$ cat src/rtl/wfu_pkg.sv
package wfu_pkg;

   localparam int ByteW  = 8;
   localparam int StatW  = 2;
   localparam int LenW   = 7;
   localparam int HidxW  = 3;
   localparam int KeyN   = 4;
   localparam int KeyIdxW = 2;

   localparam logic [StatW-1:0] ST_DATA   = 2'd0;
   localparam logic [StatW-1:0] ST_EMPTY  = 2'd1;
   localparam logic [StatW-1:0] ST_BADHDR = 2'd2;
   localparam logic [StatW-1:0] ST_TRUNC  = 2'd3;

   localparam logic [ByteW-1:0] FIN_BIT     = 8'h80;
   localparam logic [ByteW-1:0] OPCODE_MASK = 8'h0F;
   localparam logic [ByteW-1:0] OPCODE_TEXT = 8'h01;
   localparam logic [ByteW-1:0] LEN_MASK    = 8'h7F;
   localparam logic [LenW-1:0]  MAX_LEN     = 7'd125;

   localparam logic [HidxW-1:0] HDR_BYTE0   = 3'd0;
   localparam logic [HidxW-1:0] HDR_LENGTH  = 3'd1;
   localparam logic [HidxW-1:0] HDR_KEY0    = 3'd2;
   localparam logic [HidxW-1:0] HDR_KEYLAST = 3'd5;

   typedef struct packed {
      logic [ByteW-1:0] rx_byte;
      logic             frame_start;
      logic             buffer_end;
   } req_type;

   typedef struct packed {
      logic [ByteW-1:0] payload_byte;
      logic [StatW-1:0] status;
      logic             last_of_frame;
   } rsp_type;

endpackage

$ cat src/rtl/wfu_if.sv
interface wfu_req_if;
   import wfu_pkg::*;
   logic             valid;
   logic             ready;
   logic [ByteW-1:0] rx_byte;
   logic             frame_start;
   logic             buffer_end;

   modport source (output valid, output rx_byte, output frame_start, output buffer_end,
                   input ready);
   modport sink   (input valid, input rx_byte, input frame_start, input buffer_end,
                   output ready);
endinterface

interface wfu_rsp_if;
   import wfu_pkg::*;
   logic             valid;
   logic             ready;
   logic [ByteW-1:0] payload_byte;
   logic [StatW-1:0] status;
   logic             last_of_frame;

   modport source (output valid, output payload_byte, output status,
                   output last_of_frame, input ready);
   modport sink   (input valid, input payload_byte, input status,
                   input last_of_frame, output ready);
endinterface

$ cat src/rtl/wfu_ctrl.sv
module wfu_ctrl
   import wfu_pkg::*;
(
   input  logic    clock,
   input  logic    reset,
   input  logic    accept,
   input  req_type req,
   output logic    res_valid,
   output rsp_type res
);

   localparam logic [1:0] PH_IDLE = 2'd0;
   localparam logic [1:0] PH_HDR  = 2'd1;
   localparam logic [1:0] PH_PAY  = 2'd2;

   logic [1:0]       phase_ff, phase_in;
   logic [HidxW-1:0] hidx_ff, hidx_in;
   logic [LenW-1:0]  len_ff, len_in;
   logic [LenW-1:0]  cnt_ff, cnt_in;
   logic [ByteW-1:0] key_ff [KeyN];
   logic [ByteW-1:0] key_in [KeyN];

   logic [1:0]       ph;
   logic [HidxW-1:0] idx;
   logic [HidxW-1:0] kidx;
   logic [LenW-1:0]  len_cur;
   logic [LenW-1:0]  cnt_cur;
   logic [LenW-1:0]  cnt_next;
   logic [LenW-1:0]  n;
   logic [ByteW-1:0] b;
   logic             emit;

   always_comb begin
      b        = req.rx_byte;
      ph       = req.frame_start ? PH_HDR : phase_ff;
      idx      = req.frame_start ? '0 : hidx_ff;
      len_cur  = req.frame_start ? '0 : len_ff;
      cnt_cur  = req.frame_start ? '0 : cnt_ff;
      kidx     = idx - HDR_KEY0;
      n        = LenW'(b & LEN_MASK);
      cnt_next = cnt_cur + 7'd1;

      phase_in = ph;
      hidx_in  = idx;
      len_in   = len_cur;
      cnt_in   = cnt_cur;
      for (int i = 0; i < KeyN; i++) begin
         key_in[i] = key_ff[i];
      end

      emit = 1'b0;
      res  = '0;

      unique case (ph)
         PH_HDR: begin
            if (idx == HDR_BYTE0 &&
                ((b & FIN_BIT) != FIN_BIT || (b & OPCODE_MASK) != OPCODE_TEXT)) begin
               emit       = 1'b1;
               res.status = ST_BADHDR;
            end else if (idx == HDR_LENGTH && n > MAX_LEN) begin
               emit       = 1'b1;
               res.status = ST_BADHDR;
            end else begin
               if (idx == HDR_LENGTH) begin
                  len_in = n;
               end else if (idx != HDR_BYTE0) begin
                  key_in[kidx[KeyIdxW-1:0]] = b;
               end
               hidx_in = idx + 3'd1;
               if (idx >= HDR_KEYLAST) begin
                  if (len_cur == '0) begin
                     emit       = 1'b1;
                     res.status = ST_EMPTY;
                  end else if (req.buffer_end) begin
                     emit       = 1'b1;
                     res.status = ST_TRUNC;
                  end else begin
                     phase_in = PH_PAY;
                  end
               end else if (req.buffer_end) begin
                  emit       = 1'b1;
                  res.status = ST_BADHDR;
               end
            end
         end
         PH_PAY: begin
            emit             = 1'b1;
            res.payload_byte = b ^ key_ff[cnt_cur[KeyIdxW-1:0]];
            cnt_in           = cnt_next;
            if (cnt_next == len_cur) begin
               res.status = ST_DATA;
            end else if (req.buffer_end) begin
               res.status = ST_TRUNC;
            end else begin
               res.status = ST_DATA;
            end
         end
         default: begin
            emit = 1'b0;
         end
      endcase

      res.last_of_frame = emit && (ph != PH_PAY || cnt_next == len_cur || req.buffer_end);
      if (res.last_of_frame) begin
         phase_in = PH_IDLE;
      end
      res_valid = accept && emit;
   end

   always_ff @(posedge clock) begin
      if (reset) begin
         phase_ff <= PH_IDLE;
         hidx_ff  <= '0;
         len_ff   <= '0;
         cnt_ff   <= '0;
         for (int i = 0; i < KeyN; i++) begin
            key_ff[i] <= '0;
         end
      end else if (accept) begin
         phase_ff <= phase_in;
         hidx_ff  <= hidx_in;
         len_ff   <= len_in;
         cnt_ff   <= cnt_in;
         for (int i = 0; i < KeyN; i++) begin
            key_ff[i] <= key_in[i];
         end
      end
   end

endmodule

$ cat src/rtl/wfu_rsp_reg.sv
module wfu_rsp_reg
   import wfu_pkg::*;
(
   input  logic    clock,
   input  logic    reset,
   input  logic    load,
   input  rsp_type res,
   output logic    can_take,
   wfu_rsp_if.source rsp
);

   logic    valid_ff, valid_in;
   rsp_type data_ff;

   assign can_take = !valid_ff || rsp.ready;
   assign valid_in = load || (valid_ff && !rsp.ready);

   always_ff @(posedge clock) begin
      if (reset) begin
         valid_ff <= 1'b0;
      end else begin
         valid_ff <= valid_in;
      end
   end

   always_ff @(posedge clock) begin
      if (load) begin
         data_ff <= res;
      end
   end

   assign rsp.valid         = valid_ff;
   assign rsp.payload_byte  = data_ff.payload_byte;
   assign rsp.status        = data_ff.status;
   assign rsp.last_of_frame = data_ff.last_of_frame;

endmodule

$ cat src/rtl/websocket_frame_unmasker_unit.sv
// Where a request gives a result, it is registered and appears on the response channel in the cycle after acceptance.
// Throughput: one request per cycle while results drain; the unmask path is a single XOR between registers.
// A request is taken whenever the result register is empty or being drained in that cycle.
// Reset is synchronous and active high; it returns the parser to idle and clears the mask key.
module websocket_frame_unmasker_unit
   import wfu_pkg::*;
(
   input logic       clock,
   input logic       reset,
   wfu_req_if.sink   req,
   wfu_rsp_if.source rsp
);

   logic    accept;
   logic    can_take;
   logic    res_valid;
   req_type req_data;
   rsp_type res;

   assign req.ready = can_take;
   assign accept    = req.valid && can_take;

   assign req_data.rx_byte     = req.rx_byte;
   assign req_data.frame_start = req.frame_start;
   assign req_data.buffer_end  = req.buffer_end;

   wfu_ctrl u_ctrl (
      .clock     (clock),
      .reset     (reset),
      .accept    (accept),
      .req       (req_data),
      .res_valid (res_valid),
      .res       (res)
   );

   wfu_rsp_reg u_rsp_reg (
      .clock    (clock),
      .reset    (reset),
      .load     (res_valid),
      .res      (res),
      .can_take (can_take),
      .rsp      (rsp)
   );

`ifndef SYNTHESIS
   a_bad_fin: assert property (@(posedge clock) disable iff (reset)
      accept && req.frame_start && !req.rx_byte[7]
      |=> rsp.valid && rsp.status == ST_BADHDR && rsp.last_of_frame)
      else $error("first byte without FIN did not give a header error");

   a_status_zero: assert property (@(posedge clock) disable iff (reset)
      rsp.valid && (rsp.status == ST_EMPTY || rsp.status == ST_BADHDR)
      |-> rsp.payload_byte == '0 && rsp.last_of_frame)
      else $error("status-only result carries data or lacks last mark");

   a_stall: assert property (@(posedge clock) disable iff (reset)
      !req.ready |-> rsp.valid && !rsp.ready)
      else $error("request side stalled while result register could move");
`endif

endmodule
$ cat src/flat_wrapper.sv
// flat-port wrapper written by rule: the top's interface ports become plain ports
module websocket_frame_unmasker_unit_flat import wfu_pkg::*;
  (clock, reset, req_valid, req_rx_byte, req_frame_start, req_buffer_end, req_ready, rsp_valid, rsp_payload_byte, rsp_status, rsp_last_of_frame, rsp_ready);
  wfu_req_if req_i ();
  wfu_rsp_if rsp_i ();
  input logic clock;
  input logic reset;
  input wire logic [$bits(req_i.valid)-1:0] req_valid;
  input wire logic [$bits(req_i.rx_byte)-1:0] req_rx_byte;
  input wire logic [$bits(req_i.frame_start)-1:0] req_frame_start;
  input wire logic [$bits(req_i.buffer_end)-1:0] req_buffer_end;
  output wire logic [$bits(req_i.ready)-1:0] req_ready;
  output wire logic [$bits(rsp_i.valid)-1:0] rsp_valid;
  output wire logic [$bits(rsp_i.payload_byte)-1:0] rsp_payload_byte;
  output wire logic [$bits(rsp_i.status)-1:0] rsp_status;
  output wire logic [$bits(rsp_i.last_of_frame)-1:0] rsp_last_of_frame;
  input wire logic [$bits(rsp_i.ready)-1:0] rsp_ready;
  assign req_i.valid = req_valid;
  assign req_i.rx_byte = req_rx_byte;
  assign req_i.frame_start = req_frame_start;
  assign req_i.buffer_end = req_buffer_end;
  assign req_ready = req_i.ready;
  assign rsp_valid = rsp_i.valid;
  assign rsp_payload_byte = rsp_i.payload_byte;
  assign rsp_status = rsp_i.status;
  assign rsp_last_of_frame = rsp_i.last_of_frame;
  assign rsp_i.ready = rsp_ready;
  websocket_frame_unmasker_unit u_core (.clock(clock), .reset(reset), .req(req_i), .rsp(rsp_i));
endmodule
$ cat config.mk
export PLATFORM = sky130hd
export DESIGN_NAME = websocket_frame_unmasker_unit_flat
export DESIGN_NICKNAME = d
export VERILOG_FILES = /design/src/rtl/wfu_pkg.sv /design/src/rtl/wfu_if.sv /design/src/rtl/wfu_ctrl.sv /design/src/rtl/wfu_rsp_reg.sv /design/src/rtl/websocket_frame_unmasker_unit.sv /design/src/flat_wrapper.sv
export SDC_FILE = /design/constraint.sdc
export NUM_CORES = 1
export LEC_CHECK = 0
export ABC_CLOCK_PERIOD_IN_PS = 4650
export BUFFER_PORTS_ARGS = -buffer_cell sky130_fd_sc_hd__clkbuf_2
export CORE_MARGIN = 4
export CORE_UTILIZATION = 30
export CTS_CLUSTER_SIZE = 12
export DETAILED_ROUTE_END_ITERATION = 6
export PLACE_DENSITY = 0.48
export SLEW_MARGIN = 20
export SYNTH_ARGS = -nofsm -noshare
export SYNTH_HDL_FRONTEND = slang
export SYNTH_HIERARCHICAL = 1
export SYNTH_SLANG_ARGS = --single-unit
export TNS_END_PERCENT = 1
$ cat constraint.sdc
create_clock -name clock -period 4.65 [get_ports clock]
set_clock_uncertainty 0.05 [all_clocks]
set_input_delay 0.93 -clock clock [delete_from_list [all_inputs] [get_ports clock]]
set_output_delay 0.93 -clock clock [all_outputs]
set_load 0.01 [all_outputs]
; ---- Word level (Yosys, flattened, before mapping)
; Memory sizes are Yosys's and may differ from the RTL's.
; Cells that the tools add are included.
[word_totals]
elab_cells = 96
latch_bits = 0
reg_bits = 31
output_inout_bits = 13
mem_bits_rw = 32
memories = 1
mem_bits_ro = 0
[classes]
add_sub_neg = 3
n_div = 0
n_eq_ne = 6
n_reduce_logical = 17
n_bitwise = 7
mul = 0
shifts = 0
magnitude_cmp = 4
mux = 50
[mem_list]
columns = name, words, word_bits, rd, rd_ports_with_merged_regs, write_ports, line
row1 = u_core.u_ctrl.key_ff, 4, 8, 5, 0, 4, wfu_ctrl.sv:20  ; logic [ByteW-1:0] key_ff [KeyN];
[op_table]
columns = cell, count
row1 = $mux W32, 5
row2 = $mux W7, 7
row3 = $mux W8, 5
row4 = $bwmux W32, 1
row5 = $mux W2, 15
row6 = $demux W8 S2, 1
row7 = $mux W3, 4
row8 = $mux W1, 10
row9 = $xor A8 B8 Y8, 1
row10 = $add A7 B1 Y7 const B, 1
row11 = $eq A7 B7 Y1, 1
row12 = $gt A7 B7 Y1 const B, 1
row13 = $logic_and A1 B1 Y1, 7
row14 = $logic_not A7 Y1, 1
row15 = $ge A3 B3 Y1 const B, 2
row16 = $logic_or A1 B1 Y1, 5
row17 = $ne A4 B1 Y1 const B, 1
row18 = $or A1 B1 Y1, 4
row19 = $pmux W2 S2, 1
row20 = $add A3 B1 Y3 const B, 1
row21 = $eq A3 B1 Y1 const B, 1
row22 = $logic_not A3 Y1, 1
row23 = $lt A3 B1 Y1 const B, 1
row24 = $not A2 Y3, 1
row25 = other kinds (8), 9

; ---- Depth between registers and ports, before layout
[logic_depth]
ltp_word = 14
ltp_mapped = 11
depth_no_buf = 10

; ---- Cells and area by module
; The synthesis kept the hierarchy.
[modules_own_cells]
columns = module, cells_each, n_inst, seq_area_each_um2, area_each_um2
row1 = wfu_ctrl, 325, 1, 1341.3, 3100.5
row2 = wfu_rsp_reg, 15, 1, 350.3, 376.6
row3 = websocket_frame_unmasker_unit, 1, 1, 0.0, 6.3

; ---- Least setup slack after synthesis
; OpenSTA, ideal clock, no wires.
[synth_path]
kind = in2reg
start = input req_frame_start
end = register u_core.u_rsp_reg.data_ff (netlist bit u_core/u_rsp_reg/rsp.status[1]), data pin
path_buffers = 3
required_time_ns = 4.337
t_arrival_ns = 3.189
cell_stages = 11
slack_ns = 1.148
path_cell_list = nor2b_1 -> clkbuf_1 -> clkbuf_1 -> ha_1 -> buf_6 -> and4_4 -> nor4b_1 -> a311oi_1 -> o41ai_1 -> a21boi_0 -> a211oi_1
[synth_lines]
columns = element, line
row1 = "start, declared", flat_wrapper.sv:10  ; input wire logic [$bits(req_i.frame_start)-1:0] req_frame_start;
row2 = "end signal, assigned", wfu_rsp_reg.sv:28  ; data_ff <= res;
row3 = "end, declared", wfu_rsp_reg.sv:13  ; rsp_type data_ff;

==> results.json <==
{
  "status": "finished clean",
  "cp-start-kind": "primary input",
  "cts_buffers": 9,
  "clkSinkCount": 63,
  "area_growth_pct": 16.4,
  "rsz0062_at_grt": "no",
  "die_h_um": 116,
  "hpwl_mm": 5.67,
  "drv_slew": 0,
  "synth_top_area_frac": 0.371,
  "synth-edff-count": 43,
  "crit_arrival_ps": 3650,
  "tritoncts": "done",
  "synth_seq_area_share": 0.486,
  "fin_nets": 379,
  "drc": 0,
  "cts_setup_buffers": 0,
  "drv_cap": 0,
  "vias": 2621,
  "grt_pass1_vias": 2734,
  "synth_area_leader_cell": "edfxtp_1",
  "p_leak_uw": 0.00146,
  "crit_path_max_fanout": 18,
  "antenna_found_initial": 0,
  "synthDistinctLibCells": 47,
  "rows": 39,
  "cts_resized": 0,
  "drtAntennaViolNets": 0,
  "synthesis.nets": 362,
  "finalWeightedCongestion": 0.812,
  "start_util": 0.306,
  "routed_via_density": 5.18,
  "synth_area_um2": 3480,
  "hold_path.class": "reg -> reg",
  "htree_levels": 3,
  "min_period_ps": 3620,
  "wl_mm": 8.58,
  "clk_pin_slew_worst_paths_ps": 50,
  "max_freq_mhz": 276,
  "clockBufferDepth": 2,
  "grt_usage": 0.141,
  "synth-main-ff-cell": "edfxtp_1",
  "syn_inst": 341,
  "critPathKind": "in -> reg",
  "wl_per_cell_um": 17.0,
  "dr.pass1.iters": 4,
  "yosys-top-cells-area": "edfxtp_1, dfxtp_1, mux2i_1",
  "ys_warn_count": 6,
  "grt_max_degree": 34,
  "synth_seq_cells": 63,
  "coreArea_um2": 11400,
  "maxSlewHeadroom": 0.464,
  "stdcell_area_um2": 4050,
  "syn_area_per_cell_um2": 10.2,
  "cts-root-buf": "clkbuf_16",
  "die-area_um2": 13400,
  "timing.final.crit_share": 0.778,
  "setup_viol": 0,
  "grt_pass1_wl_mm": 14.4,
  "async_flop_share": 0,
  "hold_buffers": 0,
  "max-vdd-ir-drop_uv": 208,
  "drt-initial-drc-count": 235,
  "cp-end-kind": "register",
  "io_buffers": 26,
  "layout-drive-gt1-share": 0.152,
  "cp.required_ps": 4680,
  "fp.dieW_um": 116,
  "io_pins": 27,
  "power_density_nw_per_um2": 364,
  "overflow": 0,
  "tns_ps": 0,
  "clkLatencyLatePin_ps": 340,
  "final-hold-violation-count": 0,
  "dpl_cell_area_um2": 3720,
  "n_antenna_cell": 0,
  "worst_pin_slew_ps": 798
}
-- layout make-up --
| type | instances | area (um^2) |
|---|---|---|
| Tap cell | 143 | 179 |
| Inverter | 13 | 48.8 |
| Multi-Input combinational cell | 238 | 1620 |
| Clock buffer | 11 | 253 |
| Timing Repair Buffer | 33 | 183 |
| Fill cell | 1117 | 7320 |
| Clock inverter | 5 | 80.1 |
| Sequential cell | 63 | 1690 |
-- critical path, cell delays in order --
cell      delay, ps
clkbuf_2        230
nor2b_1         170
buf_4           250
ha_1            350
and4_4          280
nor4b_1         230
a311oi_1         90
o41ai_1         740
a21boi_0        310
a211oi_1         80
-- worst paths after layout --
kind	to	slack, ps	start	cells after the start
hold / removal	u_core/u_ctrl/cnt_ff[6]	440	u_core/u_ctrl/cnt_ff[6]	2
setup / recovery	u_core/u_rsp_reg/rsp.status[1]	1030	req_frame_start	10
hold reg to reg	u_core/u_ctrl/cnt_ff[6]	440	u_core/u_ctrl/cnt_ff[6]	2
setup reg to reg	u_core/u_rsp_reg/rsp.status[1]	1520	u_core/u_ctrl/cnt_ff[1]	9
-- layout by cell type (no fill, tap or decap), types with 3 or more instances in the layout --
master,n
buf_4,7
ha_1,7
clkbuf_16,9
nand2_1,14
or4_1,3
a22o_1,7
nor3_1,3
nand4_1,4
xor2_1,3
mux2i_1,40
edfxtp_1,43
dfxtp_1,20
a211oi_1,9
nor2b_1,10
o21ai_0,13
xnor2_1,14
nand3_1,5
nor2_1,52
a31oi_1,3
clkbuf_2,26
a21oi_1,21
inv_1,11
-- kinds of logic (layout without fill, tap and decap cells) --
family,count (synthesis),after routing,synth area share
simple gates,104,104,0.148
flops,63,63,0.486
mux,40,40,0.115
fa+ha+maj,7,7,0.0251
buf+inv,40,62,0.0496
compound gates,70,70,0.134
xor+xnor,17,17,0.0427
-- cell usage after synthesis, types with 3 or more instances --
| library cell | count |
|---|---|
| nor2_1 | 52 |
| edfxtp_1 | 43 |
| mux2i_1 | 40 |
| a21oi_1 | 21 |
| dfxtp_1 | 20 |
| clkbuf_1 | 18 |
| nand2_1 | 14 |
| xnor2_1 | 14 |
| o21ai_0 | 13 |
| inv_1 | 11 |
| nor2b_1 | 10 |
| a211oi_1 | 9 |
| a22o_1 | 7 |
| ha_1 | 7 |
| buf_2 | 6 |
| nand3_1 | 5 |
| nand4_1 | 4 |
| a31oi_1 | 3 |
| nor3_1 | 3 |
| or4_1 | 3 |
| xor2_1 | 3 |
-- power by group --
part / total, uW / internal (uW) / switching, uW
sequential: 632 / 622 / 9.79
clock: 745 / 497 / 248
combinational: 98.6 / 34.4 / 64.2
-- stage by stage --
step | total power, uW | utilization | hold slack (ps) | instances | worst slack (ps)
after floorplan | 708 | - | 402 | 341 | 1150
after global placement | 743 | 0.327 | 438 | 490 | 780
after detailed placement | 744 | 0.327 | 430 | 490 | 677
after CTS | 1500 | 0.357 | 441 | 506 | 1020
after global routing | 1530 | 0.357 | 465 | 506 | 762
final | 1470 | 0.357 | 437 | 506 | 1030
-- flip-flops by register name, indices dropped and copies added (netlist names) --
signal	cells
u_core/u_ctrl/phase_ff	2
u_core/u_rsp_reg/rsp.last_of_frame	1
u_core/u_ctrl/cnt_ff	7
u_core/u_ctrl/key_ff	32
u_core/u_rsp_reg/rsp.payload_byte	8
u_core/u_ctrl/hidx_ff	3
u_core/u_rsp_reg/rsp.status	2
u_core/u_ctrl/len_ff	7
u_core/u_rsp_reg/rsp.valid	1
-- layer usage --
layer / GRT usage / vias up / share of wire
li1: - / 1271 / -
met1: 0.178 / 1274 / 0.46
met2: 0.230 / 58 / 0.47
met3: 0.0245 / 18 / 0.040
met4: 0.0766 / 0 / 0.027
met5: 0 / - / 0
Note: power is estimated with default switching activity, not from simulation.
